<file path="src/lrt_pkg.sv">
package lrt_pkg;

  // Term values are residues below TERM_MOD
  localparam int unsigned VAL_W = 17;
  localparam logic [VAL_W-1:0] TERM_MOD = 17'd100007;

  // Multiply-reduce widths: one product, a sum of two products, and the
  // partial remainder that stays below 3*TERM_MOD
  localparam int unsigned PROD_W = 2 * VAL_W;
  localparam int unsigned SUM_W  = PROD_W + 1;
  localparam int unsigned RED_W  = 19;

  // Barrett quotient estimate: q = ((s >> BAR_SHIFT_A) * BAR_MU) >> BAR_SHIFT_B
  localparam int unsigned BAR_SHIFT_A = 16;
  localparam int unsigned BAR_SHIFT_B = 20;
  localparam int unsigned BAR_MU_W    = 20;
  localparam logic [BAR_MU_W-1:0] BAR_MU =
      BAR_MU_W'((64'd1 << (BAR_SHIFT_A + BAR_SHIFT_B)) / 64'(TERM_MOD));

  // Configuration register indexes
  localparam int unsigned CFG_IDX_W = 1;
  localparam logic [CFG_IDX_W-1:0] CFG_COEF_A = 1'b0;
  localparam logic [CFG_IDX_W-1:0] CFG_COEF_B = 1'b1;

  // Product select: bit 2 picks the left matrix (0 = acc, 1 = base),
  // bits 1:0 the row and column of the entry
  localparam int unsigned SEL_W = 3;
  localparam logic [SEL_W-1:0] SEL_ACC_FIRST  = 3'd0;
  localparam logic [SEL_W-1:0] SEL_BASE_FIRST = 3'd4;
  localparam logic [SEL_W-1:0] SEL_LAST       = 3'd7;

  typedef enum logic [2:0] {
    ST_IDLE,
    ST_CHECK,
    ST_ISSUE,
    ST_DRAIN,
    ST_COMMIT,
    ST_FINISH
  } ctrl_state_e;

  typedef struct packed {
    logic             load;
    logic             issue;
    logic [SEL_W-1:0] sel;
    logic             commit;
  } ctrl_cmd_t;

  typedef struct packed {
    logic expo_zero;
    logic expo_lsb;
    logic pipe_busy;
  } dp_stat_t;

  typedef struct packed {
    logic [VAL_W-1:0] e00;
    logic [VAL_W-1:0] e01;
    logic [VAL_W-1:0] e10;
    logic [VAL_W-1:0] e11;
  } mat_t;

endpackage

</file>
<file path="src/lrt_mulred.sv">
module lrt_mulred import lrt_pkg::*; (
  input  logic             clk_i,
  input  logic             rst_ni,
  input  logic             in_valid_i,
  input  logic [SEL_W-1:0] in_tag_i,
  input  logic [VAL_W-1:0] x0_i,
  input  logic [VAL_W-1:0] y0_i,
  input  logic [VAL_W-1:0] x1_i,
  input  logic [VAL_W-1:0] y1_i,
  output logic             out_valid_o,
  output logic [SEL_W-1:0] out_tag_o,
  output logic [VAL_W-1:0] out_res_o,
  output logic             busy_o
);

  localparam int unsigned NSTAGE = 5;
  localparam int unsigned QHI_W  = SUM_W - BAR_SHIFT_A;
  localparam int unsigned EST_W  = QHI_W + BAR_MU_W;
  localparam logic [RED_W-1:0] MOD_R  = RED_W'(TERM_MOD);
  localparam logic [RED_W-1:0] MOD2_R = RED_W'({TERM_MOD, 1'b0});

  logic [NSTAGE-1:0] vld_q;
  logic [SEL_W-1:0]  tag_q [NSTAGE];
  logic [PROD_W-1:0] p0_q, p1_q;
  logic [SUM_W-1:0]  s_q;
  logic [EST_W-1:0]  est_q;
  logic [RED_W-1:0]  slo3_q, slo4_q, qm_q, qm_d, r_d;
  logic [VAL_W-1:0]  res_q, res_d;

  always_ff @(posedge clk_i or negedge rst_ni) begin
    if (!rst_ni) begin
      vld_q <= '0;
    end else begin
      vld_q <= {vld_q[NSTAGE-2:0], in_valid_i};
    end
  end

  // qm only needs its low bits: r = s - q*M is known to be below 3*M
  always_comb begin
    qm_d = RED_W'(est_q[EST_W-1:BAR_SHIFT_B]) * MOD_R;
    r_d  = slo4_q - qm_q;
    if (r_d >= MOD2_R) begin
      res_d = VAL_W'(r_d - MOD2_R);
    end else if (r_d >= MOD_R) begin
      res_d = VAL_W'(r_d - MOD_R);
    end else begin
      res_d = VAL_W'(r_d);
    end
  end

  always_ff @(posedge clk_i) begin
    p0_q     <= PROD_W'(x0_i) * PROD_W'(y0_i);
    p1_q     <= PROD_W'(x1_i) * PROD_W'(y1_i);
    s_q      <= SUM_W'(p0_q) + SUM_W'(p1_q);
    est_q    <= EST_W'(s_q[SUM_W-1:BAR_SHIFT_A]) * EST_W'(BAR_MU);
    slo3_q   <= s_q[RED_W-1:0];
    qm_q     <= qm_d;
    slo4_q   <= slo3_q;
    res_q    <= res_d;
    tag_q[0] <= in_tag_i;
    for (int i = 1; i < NSTAGE; i++) begin
      tag_q[i] <= tag_q[i-1];
    end
  end

  assign out_valid_o = vld_q[NSTAGE-1];
  assign out_tag_o   = tag_q[NSTAGE-1];
  assign out_res_o   = res_q;
  assign busy_o      = |vld_q;

endmodule

</file>
<file path="src/lrt_datapath.sv">
module lrt_datapath import lrt_pkg::*; #(
  parameter int unsigned INDEX_BITS = 32
) (
  input  logic                  clk_i,
  input  logic                  rst_ni,
  input  logic                  cfg_we_i,
  input  logic [CFG_IDX_W-1:0]  cfg_idx_i,
  input  logic [VAL_W-1:0]      cfg_wdata_i,
  input  logic [INDEX_BITS-1:0] term_index_i,
  input  ctrl_cmd_t             cmd_i,
  output dp_stat_t              stat_o,
  output logic [VAL_W-1:0]      term_value_o
);

  localparam mat_t IDENT = '{e00: VAL_W'(1), e01: '0, e10: '0, e11: VAL_W'(1)};

  logic [VAL_W-1:0]      coef_a_q, coef_a_d, coef_b_q, coef_b_d, cfg_red;
  logic [INDEX_BITS-1:0] expo_q;
  logic                  zero_q;
  mat_t                  acc_q, base_q, lhs, nxt_acc, nxt_base;
  logic [VAL_W-1:0]      nxt_q [2**SEL_W];
  logic [VAL_W-1:0]      x0, y0, x1, y1;
  logic                  mr_valid, mr_busy;
  logic [SEL_W-1:0]      mr_tag;
  logic [VAL_W-1:0]      mr_res;

  // Write data is below 2*M, so one conditional subtract reduces it
  always_comb begin
    cfg_red  = (cfg_wdata_i >= TERM_MOD) ? cfg_wdata_i - TERM_MOD : cfg_wdata_i;
    coef_a_d = coef_a_q;
    coef_b_d = coef_b_q;
    if (cfg_we_i) begin
      case (cfg_idx_i)
        CFG_COEF_A: coef_a_d = cfg_red;
        CFG_COEF_B: coef_b_d = cfg_red;
        default: ;
      endcase
    end
  end

  always_ff @(posedge clk_i or negedge rst_ni) begin
    if (!rst_ni) begin
      coef_a_q <= VAL_W'(1);
      coef_b_q <= VAL_W'(1);
      expo_q   <= '0;
      zero_q   <= 1'b0;
    end else begin
      coef_a_q <= coef_a_d;
      coef_b_q <= coef_b_d;
      if (cmd_i.load) begin
        zero_q <= (term_index_i == '0);
        expo_q <= (term_index_i == '0) ? '0 : term_index_i - INDEX_BITS'(1);
      end else if (cmd_i.commit) begin
        expo_q <= expo_q >> 1;
      end
    end
  end

  // Operands of one entry: row of lhs times column of base
  always_comb begin
    lhs = cmd_i.sel[2] ? base_q : acc_q;
    x0  = cmd_i.sel[1] ? lhs.e10 : lhs.e00;
    x1  = cmd_i.sel[1] ? lhs.e11 : lhs.e01;
    y0  = cmd_i.sel[0] ? base_q.e01 : base_q.e00;
    y1  = cmd_i.sel[0] ? base_q.e11 : base_q.e10;
  end

  lrt_mulred u_mulred (
    .clk_i       (clk_i),
    .rst_ni      (rst_ni),
    .in_valid_i  (cmd_i.issue),
    .in_tag_i    (cmd_i.sel),
    .x0_i        (x0),
    .y0_i        (y0),
    .x1_i        (x1),
    .y1_i        (y1),
    .out_valid_o (mr_valid),
    .out_tag_o   (mr_tag),
    .out_res_o   (mr_res),
    .busy_o      (mr_busy)
  );

  assign nxt_acc  = '{e00: nxt_q[0], e01: nxt_q[1], e10: nxt_q[2], e11: nxt_q[3]};
  assign nxt_base = '{e00: nxt_q[4], e01: nxt_q[5], e10: nxt_q[6], e11: nxt_q[7]};

  // Products land in a shadow set; acc and base change only at load and commit
  always_ff @(posedge clk_i) begin
    if (mr_valid) begin
      nxt_q[mr_tag] <= mr_res;
    end
    if (cmd_i.load) begin
      acc_q  <= IDENT;
      base_q <= '{e00: coef_a_q, e01: coef_b_q, e10: VAL_W'(1), e11: '0};
    end else if (cmd_i.commit) begin
      base_q <= nxt_base;
      if (expo_q[0]) begin
        acc_q <= nxt_acc;
      end
    end
  end

  assign stat_o.expo_zero = (expo_q == '0);
  assign stat_o.expo_lsb  = expo_q[0];
  assign stat_o.pipe_busy = mr_busy;
  assign term_value_o     = zero_q ? '0 : acc_q.e00;

  a_commit_drained: assert property (@(posedge clk_i) disable iff (!rst_ni)
    cmd_i.commit |-> !mr_busy)
    else $error("commit while products still in flight");

  a_acc_only_on_set_bit: assert property (@(posedge clk_i) disable iff (!rst_ni)
    (cmd_i.issue && !cmd_i.sel[2]) |-> expo_q[0])
    else $error("acc product issued for a clear exponent bit");

endmodule

</file>
<file path="src/lrt_ctrl.sv">
module lrt_ctrl import lrt_pkg::*; (
  input  logic      clk_i,
  input  logic      rst_ni,
  input  logic      start_i,
  input  dp_stat_t  stat_i,
  output ctrl_cmd_t cmd_o,
  output logic      busy_o,
  output logic      done_o
);

  ctrl_state_e      state_q, state_d;
  logic [SEL_W-1:0] cnt_q, cnt_d;

  always_ff @(posedge clk_i or negedge rst_ni) begin
    if (!rst_ni) begin
      state_q <= ST_IDLE;
      cnt_q   <= SEL_ACC_FIRST;
    end else begin
      state_q <= state_d;
      cnt_q   <= cnt_d;
    end
  end

  always_comb begin
    state_d = state_q;
    case (state_q)
      ST_IDLE:   if (start_i) state_d = ST_CHECK;
      ST_CHECK:  state_d = stat_i.expo_zero ? ST_FINISH : ST_ISSUE;
      ST_ISSUE:  if (cnt_q == SEL_LAST) state_d = ST_DRAIN;
      ST_DRAIN:  if (!stat_i.pipe_busy) state_d = ST_COMMIT;
      ST_COMMIT: state_d = ST_CHECK;
      ST_FINISH: state_d = ST_IDLE;
      default:   state_d = ST_IDLE;
    endcase
  end

  always_comb begin
    cmd_o   = '0;
    cmd_o.sel = cnt_q;
    cnt_d   = cnt_q;
    busy_o  = (state_q != ST_IDLE);
    done_o  = 1'b0;
    case (state_q)
      ST_IDLE:   cmd_o.load = start_i;
      // skip the acc products when the exponent bit is clear
      ST_CHECK:  cnt_d = stat_i.expo_lsb ? SEL_ACC_FIRST : SEL_BASE_FIRST;
      ST_ISSUE: begin
        cmd_o.issue = 1'b1;
        cnt_d       = cnt_q + SEL_W'(1);
      end
      ST_DRAIN:  ;
      ST_COMMIT: cmd_o.commit = 1'b1;
      ST_FINISH: done_o = 1'b1;
      default:   ;
    endcase
  end

endmodule

</file>
<file path="src/linear_recurrence_term_mod.sv">
// Returns term k of f(k) = A*f(k-1) + B*f(k-2) mod 100007, f(0) = 0, f(1) = 1.
// Raise start with term_index_i while busy is low; the index is taken at
// that edge and busy stays high until the result is shown. The result is
// on term_value_o while done_o is high for exactly one cycle; there is no
// way to hold it, so the receiver must take it then. One index is worked at
// a time. busy drops in the cycle after the result, and the next index can
// be taken in that cycle. Each round is one square-and-multiply step of the
// 2x2 matrix [[A,B],[1,0]]; its entries go one per cycle through a single
// five-stage multiply/Barrett-reduce pipe, which then drains before the
// round commits. A and B (cfg index 0 and 1) are reduced mod 100007 on
// write, reset to 1, and should be written only while busy is low. Index
// bits above INDEX_BITS do not exist on the port.
module linear_recurrence_term_mod import lrt_pkg::*; #(
  parameter int unsigned INDEX_BITS = 32
) (
  input  logic                  clk_i,
  input  logic                  rst_ni,
  // command channel
  input  logic                  start,
  output logic                  busy,
  input  logic [INDEX_BITS-1:0] term_index_i,
  // result strobe
  output logic                  done_o,
  output logic [VAL_W-1:0]      term_value_o,
  // configuration writes
  input  logic                  cfg_we_i,
  input  logic [CFG_IDX_W-1:0]  cfg_idx_i,
  input  logic [VAL_W-1:0]      cfg_wdata_i
);

  ctrl_cmd_t cmd;
  dp_stat_t  stat;

  // Sequencer: load, per-round issue/drain/commit, result strobe
  lrt_ctrl u_ctrl (
    .clk_i   (clk_i),
    .rst_ni  (rst_ni),
    .start_i (start),
    .stat_i  (stat),
    .cmd_o   (cmd),
    .busy_o  (busy),
    .done_o  (done_o)
  );

  // Coefficients, exponent, matrices and the multiply-reduce pipe
  lrt_datapath #(
    .INDEX_BITS (INDEX_BITS)
  ) u_datapath (
    .clk_i        (clk_i),
    .rst_ni       (rst_ni),
    .cfg_we_i     (cfg_we_i),
    .cfg_idx_i    (cfg_idx_i),
    .cfg_wdata_i  (cfg_wdata_i),
    .term_index_i (term_index_i),
    .cmd_i        (cmd),
    .stat_o       (stat),
    .term_value_o (term_value_o)
  );

  a_result_reduced: assert property (@(posedge clk_i) disable iff (!rst_ni)
    done_o |-> (term_value_o < TERM_MOD))
    else $error("result not reduced");

  a_idle_after_done: assert property (@(posedge clk_i) disable iff (!rst_ni)
    done_o |=> !busy)
    else $error("still busy after result transfer");

  a_busy_after_start: assert property (@(posedge clk_i) disable iff (!rst_ni)
    (start && !busy) |=> (busy && !done_o))
    else $error("accepted index did not start work");

endmodule
</file>
<file path="config.mk">
export PLATFORM = sky130hd
export DESIGN_NAME = linear_recurrence_term_mod
export DESIGN_NICKNAME = d
export VERILOG_FILES = /design/src/lrt_pkg.sv /design/src/lrt_mulred.sv /design/src/lrt_datapath.sv /design/src/lrt_ctrl.sv /design/src/linear_recurrence_term_mod.sv
export SDC_FILE = /design/constraint.sdc
export NUM_CORES = 2
export LEC_CHECK = 0
export ABC_AREA = 1
export ABC_CLOCK_PERIOD_IN_PS = 15900
export BUFFER_PORTS_ARGS = -buffer_cell sky130_fd_sc_hd__buf_2
export CAP_MARGIN = 0
export CORE_MARGIN = 3
export CORE_UTILIZATION = 67
export CTS_CLUSTER_SIZE = 40
export DETAILED_ROUTE_END_ITERATION = 7
export PLACE_DENSITY = 0.94
export RECOVER_POWER = 25
export SYNTH_ARGS = -nofsm -noshare
export SYNTH_HDL_FRONTEND = slang
export SYNTH_SLANG_ARGS = --single-unit
</file>
<file path="constraint.sdc">
create_clock -name clk_i -period 15.9 [get_ports clk_i]
set_input_delay 3.975 -clock clk_i [delete_from_list [all_inputs] [get_ports clk_i]]
set_output_delay 3.975 -clock clk_i [all_outputs]
set_load 0.01 [all_outputs]
</file>
# --- Word-level counts from Yosys, hierarchy flattened ---
# Memory sizes are Yosys's and may differ from the RTL's. A register that Yosys moved wholly into a read port is not among the register bits.
# Cells that the tools add are included.
totals:
  regBits: 361
  ramBits: 151
  inputBits: 54
  output_inout_bits: 19
  wordCells: 83
  memories: 2
memory_table:
  columns: ["memory", "words", "width", "rd", "rd_clocked_by_memory_dff", "wr", "line", "source"]
  rows:
  - ["u_datapath.nxt_q", 8, 17, 8, 4, 1, "lrt_datapath.sv:21", "logic [VAL_W-1:0] nxt_q [2**SEL_W];"]
  - ["u_datapath.u_mulred.tag_q", 5, 3, 5, 0, 5, "lrt_mulred.sv:23", "logic [SEL_W-1:0] tag_q [NSTAGE];"]
op_classes:
  addsub: 7
  n_mul: 4
  magnitude_cmp: 3
  eq_ne: 9
  mux: 27
  bitwise: 1
  reduce_logical: 11
op_table:
  columns: ["cell", "n"]
  rows:
  - ["68-bit two-way mux", 3]
  - ["17-bit two-way mux", 8]
  - ["32-bit two-way mux", 3]
  - ["17-bit by 17-bit multiplier with 34-bit output", 2]
  - ["32-bit logical NOT", 2]
  - ["17-bit subtractor, second input constant", 3]
  - ["19-bit by 19-bit multiplier with 38-bit output, second input constant", 1]
  - ["34-bit by 34-bit adder with 35-bit output", 1]
  - ["32-bit by 1-bit subtractor with 32-bit output, second input constant", 1]
  - ["19-bit by 17-bit >= comparator with 1-bit output, second input constant", 1]
  - ["19-bit by 18-bit >= comparator with 1-bit output, second input constant", 1]
  - ["19-bit by 17-bit multiplier with 19-bit output, second input constant", 1]
  - ["19-bit subtractor", 1]
  - ["17-bit >= comparator, second input constant", 1]
  - ["3-bit two-way mux", 5]
  - ["3-bit one-hot mux with 5 select lines", 1]
  - ["3-bit == test, second input constant", 3]
  - ["3-bit by 2-bit == test with 1-bit output, second input constant", 2]
  - ["1-bit two-way mux", 6]
  - ["3-bit one-hot mux with 2 select lines", 1]
  - ["2-bit AND reduction", 3]
  - ["5-bit OR reduction", 1]
  - ["2-bit != test, second input constant", 2]
  - ["2-bit nonzero test", 2]
  - ["7 further kinds", 7]

# --- Depth between registers and ports, before layout ---
logic_depth:
  depth_word: 4
  mapped_depth: 33
  mapped_depth_nobuf: 30

# --- Cells and area by module ---
# Synthesis repeated with hierarchy kept, for this count alone.
hier_totals:
  cells_unflattened: 6311
  area_unflattened_um2: 52623.0
by_module_without_submodules:
  columns: ["module", "instances", "cells_each", "area_per_inst_um2", "seq_area_each_um2"]
  rows:
  - ["lrt_mulred", 1, 4669, 37479.7, 4349.2]
  - ["lrt_datapath", 1, 1588, 14750.4, 8826.0]
  - ["lrt_ctrl", 1, 54, 392.9, 150.1]

# --- Least setup slack after synthesis ---
# No wires, ideal clock.
synth_timing:
  path_type: "register to register"
  start: "register u_ctrl.cnt_q[2]"
  end: "register u_datapath.u_mulred.p0_q[23]"
  setup_time_ps: 120
  arrival_time_ps: 6461
  t_required_ps: 15780
  path_slack_ps: 9318
  path_stages_with_launch: 29
  period_less_slack_ps: 6582
  path_cell_list: "dfrtp_1 -> clkbuf_1 -> clkbuf_1 -> buf_1 -> a21oi_1 -> o21ai_0 -> nand2_1 -> inv_1 -> nand2_1 -> fa_1 -> inv_1 -> fa_1 -> inv_1 -> fa_1 -> inv_1 -> fa_1 -> fa_1 -> inv_1 -> fa_1 -> inv_1 -> ha_1 -> nand2_1 -> nor2_1 -> inv_1 -> nor3_1 -> a21oi_1 -> o21ai_0 -> a21boi_0 -> xnor2_1"
synth_between:
  elab_chain_len: 3
synth_lines:
  columns: ["element", "line", "source"]
  rows:
  - ["start: declaration", "lrt_ctrl.sv:12", "logic [SEL_W-1:0] cnt_q, cnt_d;"]
  - ["start signal: assignment", "lrt_ctrl.sv:20", "cnt_q <= cnt_d;"]
  - ["68-bit two-way mux", "lrt_datapath.sv:61", "lhs = cmd_i.sel[2] ? base_q : acc_q;"]
  - ["17-bit two-way mux", "lrt_datapath.sv:62", "x0 = cmd_i.sel[1] ? lhs.e10 : lhs.e00;"]
  - ["17-bit by 17-bit multiplier with 34-bit output", "lrt_mulred.sv:52", "p0_q <= PROD_W'(x0_i) * PROD_W'(y0_i);"]
  - ["end signal: assignment", "lrt_mulred.sv:52", null]
  - ["end: declaration", "lrt_mulred.sv:24", "logic [PROD_W-1:0] p0_q, p1_q;"]
# No other way between the ends.
# A chain may end at the register's enable or synchronous reset.

# --- Worst setup path after layout ---
layout_timing:
  start: "register u_ctrl.cnt_q[0]"
  end: "register u_datapath.u_mulred.p1_q[30]"
layout_between:
  elab_chain_len: 2
layout_lines:
  columns: ["element", "line", "source"]
  rows:
  - ["17-bit two-way mux", "lrt_datapath.sv:65", "y1 = cmd_i.sel[0] ? base_q.e11 : base_q.e10;"]
  - ["17-bit by 17-bit multiplier with 34-bit output", "lrt_mulred.sv:53", "p1_q <= PROD_W'(x1_i) * PROD_W'(y1_i);"]
  - ["end signal: assignment", "lrt_mulred.sv:53", null]
  - ["end: declaration", "lrt_mulred.sv:24", null]
# No other way between the ends.

==> summary.md <==
| Metric | Value |
|---|---|
| Run status | `finished, violations left` |
| Violated checks | `max-capacitance violations, max-slew violations` |
| Setup crit end | `u_datapath.u_mulred.p1_q[30]` |
| Final wirelength | `151 mm` |
| Largest net degree at the start of global routing | `110` |
| Post-synth EDFFs | `between 150 and 200` |
| Synth Flop Type | `dfxtp_1` |
| Starting Density | `between 60% and 70%` |
| Area fraction of the dominant cell type after synthesis | `about 24%` |
| Cts bufs inserted | `54` |
| Syn Nets | `7118` |
| Leak | `~0.028 uW` |
| Cell taking the most area after synthesis | `fa_1` |
| Row count | `100` |
| Sw frac | `between 20% and 30%` |
| Relative slew margins | `-117%` |
| CP Depth | `22` |
| TritonCTS clock tree | `yes` |
| R2R cell count | `22` |
| Gate power share | `1.9%` |
| Port bufs | `72` |
| RR Endpoint | `u_datapath.u_mulred.p1_q[30]` |
| P_int | `between 2000 and 2500 uW` |
| Via count | `between 40000 and 50000` |
| Hold slack | `approximately 330 ps` |
| Post-Syn Area | `just over 50000 um^2` |
| Worst Skew | `roughly 46 ps` |
| Hold WC Path Type | `register to register` |
| Final setup vio count | `0` |
| Post-CTS setup buffers | `0` |
| Crit path DAT | `10730 ps` |
| Crit. End Element | `register` |
| Final core utilization | `between 70% and 80%` |
| Placed cell area | `approximately 52000 um^2` |
| Fin crit period | `around 10000 ps` |
| # nets final | `7146` |
| Chip Width | `around 280 um` |
| Antenna-violating nets left | `0` |
| Detail Route met3 WL | `approximately 17 mm` |
| Synth Warn # | `0` |
| Clock network fraction of design power | `46.5%` |
| Flop pwr share | `approximately half` |
| Commonest non-fill, non-tap cell in the layout | `inv_1` |
| Max Freq | `roughly 100 MHz` |
| CP cell instances | `clkbuf_1 > o21ai_0 > inv_1 > nor2_1 > fa_1 > inv_1 > fa_1 > inv_1 > fa_1 > fa_1 > fa_1 > inv_1 > fa_1 > inv_1 > ha_1 > nand2_1 > nor4_1 > nand3_1 > nand3_1 > a21oi_1 > o21bai_1 > xor2_1` |
| Pwr dens | `~53 nW/um^2` |
| Clk root buf | `clkbuf_16` |
| CP Max Fanout | `72` |
| Hold Vio Cnt, Final | `0` |
| Initial DRC Count | `4864` |
| # resized after CTS | `0` |
| Ys async rst share | `between 10 and 15%` |
| Initial antenna violation count | `4` |
| DR top layer | `met5` |
| Worst-case clock buffer depth | `3` |
| Sequential area share after synthesis | `26.1%` |
| Ranking of synthesized cells by area | `fa_1 24%, ha_1 12%, dfxtp_1 12%` |
| Startpoint Class | `register` |
| Die Height | `282 um` |
| Vias in the first global route | `roughly 44000` |
| Met1 wire length | `around 52 mm` |
| Setup_tns | `0 ps` |
| HPWL Detailed | `approximately 120 mm` |
| Synth Instances | `around 5900` |
| #FFs+latches synth | `approximately 560` |
| Worst setup path class | `register to register` |
| Clock-pin slew on the worst setup and hold paths | `about 70 ps` |
| Mean Syn Cell Area | `between 8 and 9 um^2` |
| Fillers | `approximately 5200` |
| Drt wl/cell | `21.7 um` |
| Max-cap check violation count | `2` |
| Critical path origin | `u_ctrl.cnt_q[0]` |
| Final non-filler cell area | `about 54000 um^2` |
| GRT Util Overall | `38.5%` |
| VDD IR max | `~0.16 mV` |
| Core area | `roughly 75000 um^2` |
| Hold_buf cts | `0` |
| R2R Path Start | `u_ctrl.cnt_q[0]` |
| Slew Viols, Final | `111` |
| Clock latency on the worst-skew pair | `640 ps` |
| First-pass GRT wire length | `about 240 mm` |
| Overall Power | `2890 uW` |
| H-tree depth | `2` |
| Least-Margin Pin Slew | `3250 ps` |
| Grt total ovfl | `0` |
| RSZ-0062 raised after global routing | `no` |
| CP Data Required Time | `16440 ps` |
| Die area | `around 80000 um^2` |
| P&R area growth vs syn | `6.25%` |
| Most frequent cells in the layout | `1304 x inv_1, 998 x nand2_1, 622 x fa_1` |
| Cell mode on critical path | `fa_1` |
| CP peak stage delay | `around 2300 ps` |
| Proportion of layout cells with a drive suffix above 1 | `about 4.2%` |
| Drt pass-1 iters | `8` |
| Slowest-stage cell, CP | `clkbuf_1` |
| DR vias/cell | `around 6` |
| Distinct cell type count after synthesis | `59` |
| Psw | `around 640 uW` |
| Drt drc | `0` |
| Met2 Wirelength | `about 70 mm` |
| Clk sink count | `around 560` |
| CP top delay family | `adder cells` |
| Buf+Inv Stages, Crit Path | `6` |
| Reg2Reg Setup Slack | `5710 ps` |
| Period Utilization, post-route | `~64%` |
| # IOs | `73` |
| Placer Congestion | `a little over 1` |
[cell type report]
type                            count  area, um^2  area share (%)
Antenna cell                        1        2.50         0.00462
Clock buffer                       65        1430            2.64
Clock inverter                     36         414           0.765
Tap cell                          969        1210            2.24
Multi-Input combinational cell   3905       32100            59.3
Inverter                         1334        5010            9.25
Timing Repair Buffer              109         629            1.16
Sequential cell                   561       13300            24.6
[how the worst min path moves through the flow]
stage,startpoint,endpoint,cells after the start
floorplan,u_datapath.u_mulred.s_q[0],u_datapath.u_mulred.slo3_q[0],0
global placement,u_datapath.u_mulred.s_q[7],u_datapath.u_mulred.slo3_q[7],0
detailed placement,u_datapath.u_mulred.s_q[12],u_datapath.u_mulred.slo3_q[12],0
CTS,u_datapath.u_mulred.slo3_q[10],u_datapath.u_mulred.slo4_q[10],0
global route,u_datapath.u_mulred.slo3_q[18],u_datapath.u_mulred.slo4_q[18],0
finish,u_datapath.u_mulred.slo3_q[18],u_datapath.u_mulred.slo4_q[18],0
[layer usage]
layer	vias up	GRT usage, %
met4	2	26.8
met2	2785	63.0
met5	-	0
met3	791	10.2
li1	18500	-
met1	20000	44.4
[synthesized netlist by cell type (3+ instances only)]
cell and number:
clkbuf_1 122, nand3_1 106, a21oi_1 361, nor2_1 493
o21ai_0 347, nand2_1 998, ha_1 505, nand4_1 53
nand3b_1 6, clkinv_1 20, o211ai_1 13, nor2_2 3
nor4_1 17, o22ai_1 14, buf_1 7, xor2_1 123
nand2_4 4, a21boi_0 5, a22o_1 30, inv_2 8
edfxtp_1 170, o21ai_1 17, buf_2 4, a21o_1 9
fa_1 622, o221ai_1 4, xnor2_1 68, dfxtp_1 313
o21a_1 10, dfrtp_1 76, a31oi_1 6, nor3_1 29
nand3_2 4, a21oi_2 3, and2_1 3, a32oi_1 3
nand2_2 17, inv_1 1305, a211oi_1 4, o21bai_1 9
[kinds of logic after synthesis]
group                      after synthesis  share of synthesized area (%)
and+or+nand+nor                       1741                           13.9
xor gates and xnor gates               192                           3.33
DFF                                    561                           26.1
AOI/OAI and AO/OA                      844                           8.94
buffers and inverters                 1471                           10.9
muxes                                    1                         0.0196
adders and majority gates             1127                           36.8
[power by group through the flow]
stage	clock (uW)	sequential, uW	combinational [uW]
finish	1340	1490	54.3
global route	1390	1490	60.5
CTS	1340	1490	53.4
detailed placement	0	1520	51.0
global placement	0	1520	48.7
floorplan	0	1520	27.5
[registers in the layout (all words and copies together) (netlist names), 5 cells and up]
register and flops:
u_datapath.u_mulred.p0_q 34, u_datapath.u_mulred.slo3_q 19, u_datapath.coef_b_q 17, u_datapath.coef_a_q 17, u_datapath.u_mulred.qm_q 19, u_datapath.u_mulred.tag_q 15
u_datapath.u_mulred.s_q 35, u_datapath.nxt_q 136, u_datapath.acc_q 68, u_datapath.u_mulred.est_q 19, u_datapath.u_mulred.vld_q 5, u_datapath.u_mulred.p1_q 34
u_datapath.base_q 68, u_datapath.u_mulred.slo4_q 19, u_datapath.u_mulred.out_res_o 17, u_datapath.expo_q 32
[metrics by stage]
| stage | setup slack, ps | cells |
|---|---|---|
| after floorplan | 9320 | 5937 |
| after global placement | 8150 | 6878 |
| after detailed placement | 8190 | 6878 |
| after CTS | 8070 | 6979 |
| after global routing | 5370 | 6979 |
| final | 5710 | 6980 |
No activity file was read; power rests on OpenSTA's default activity.
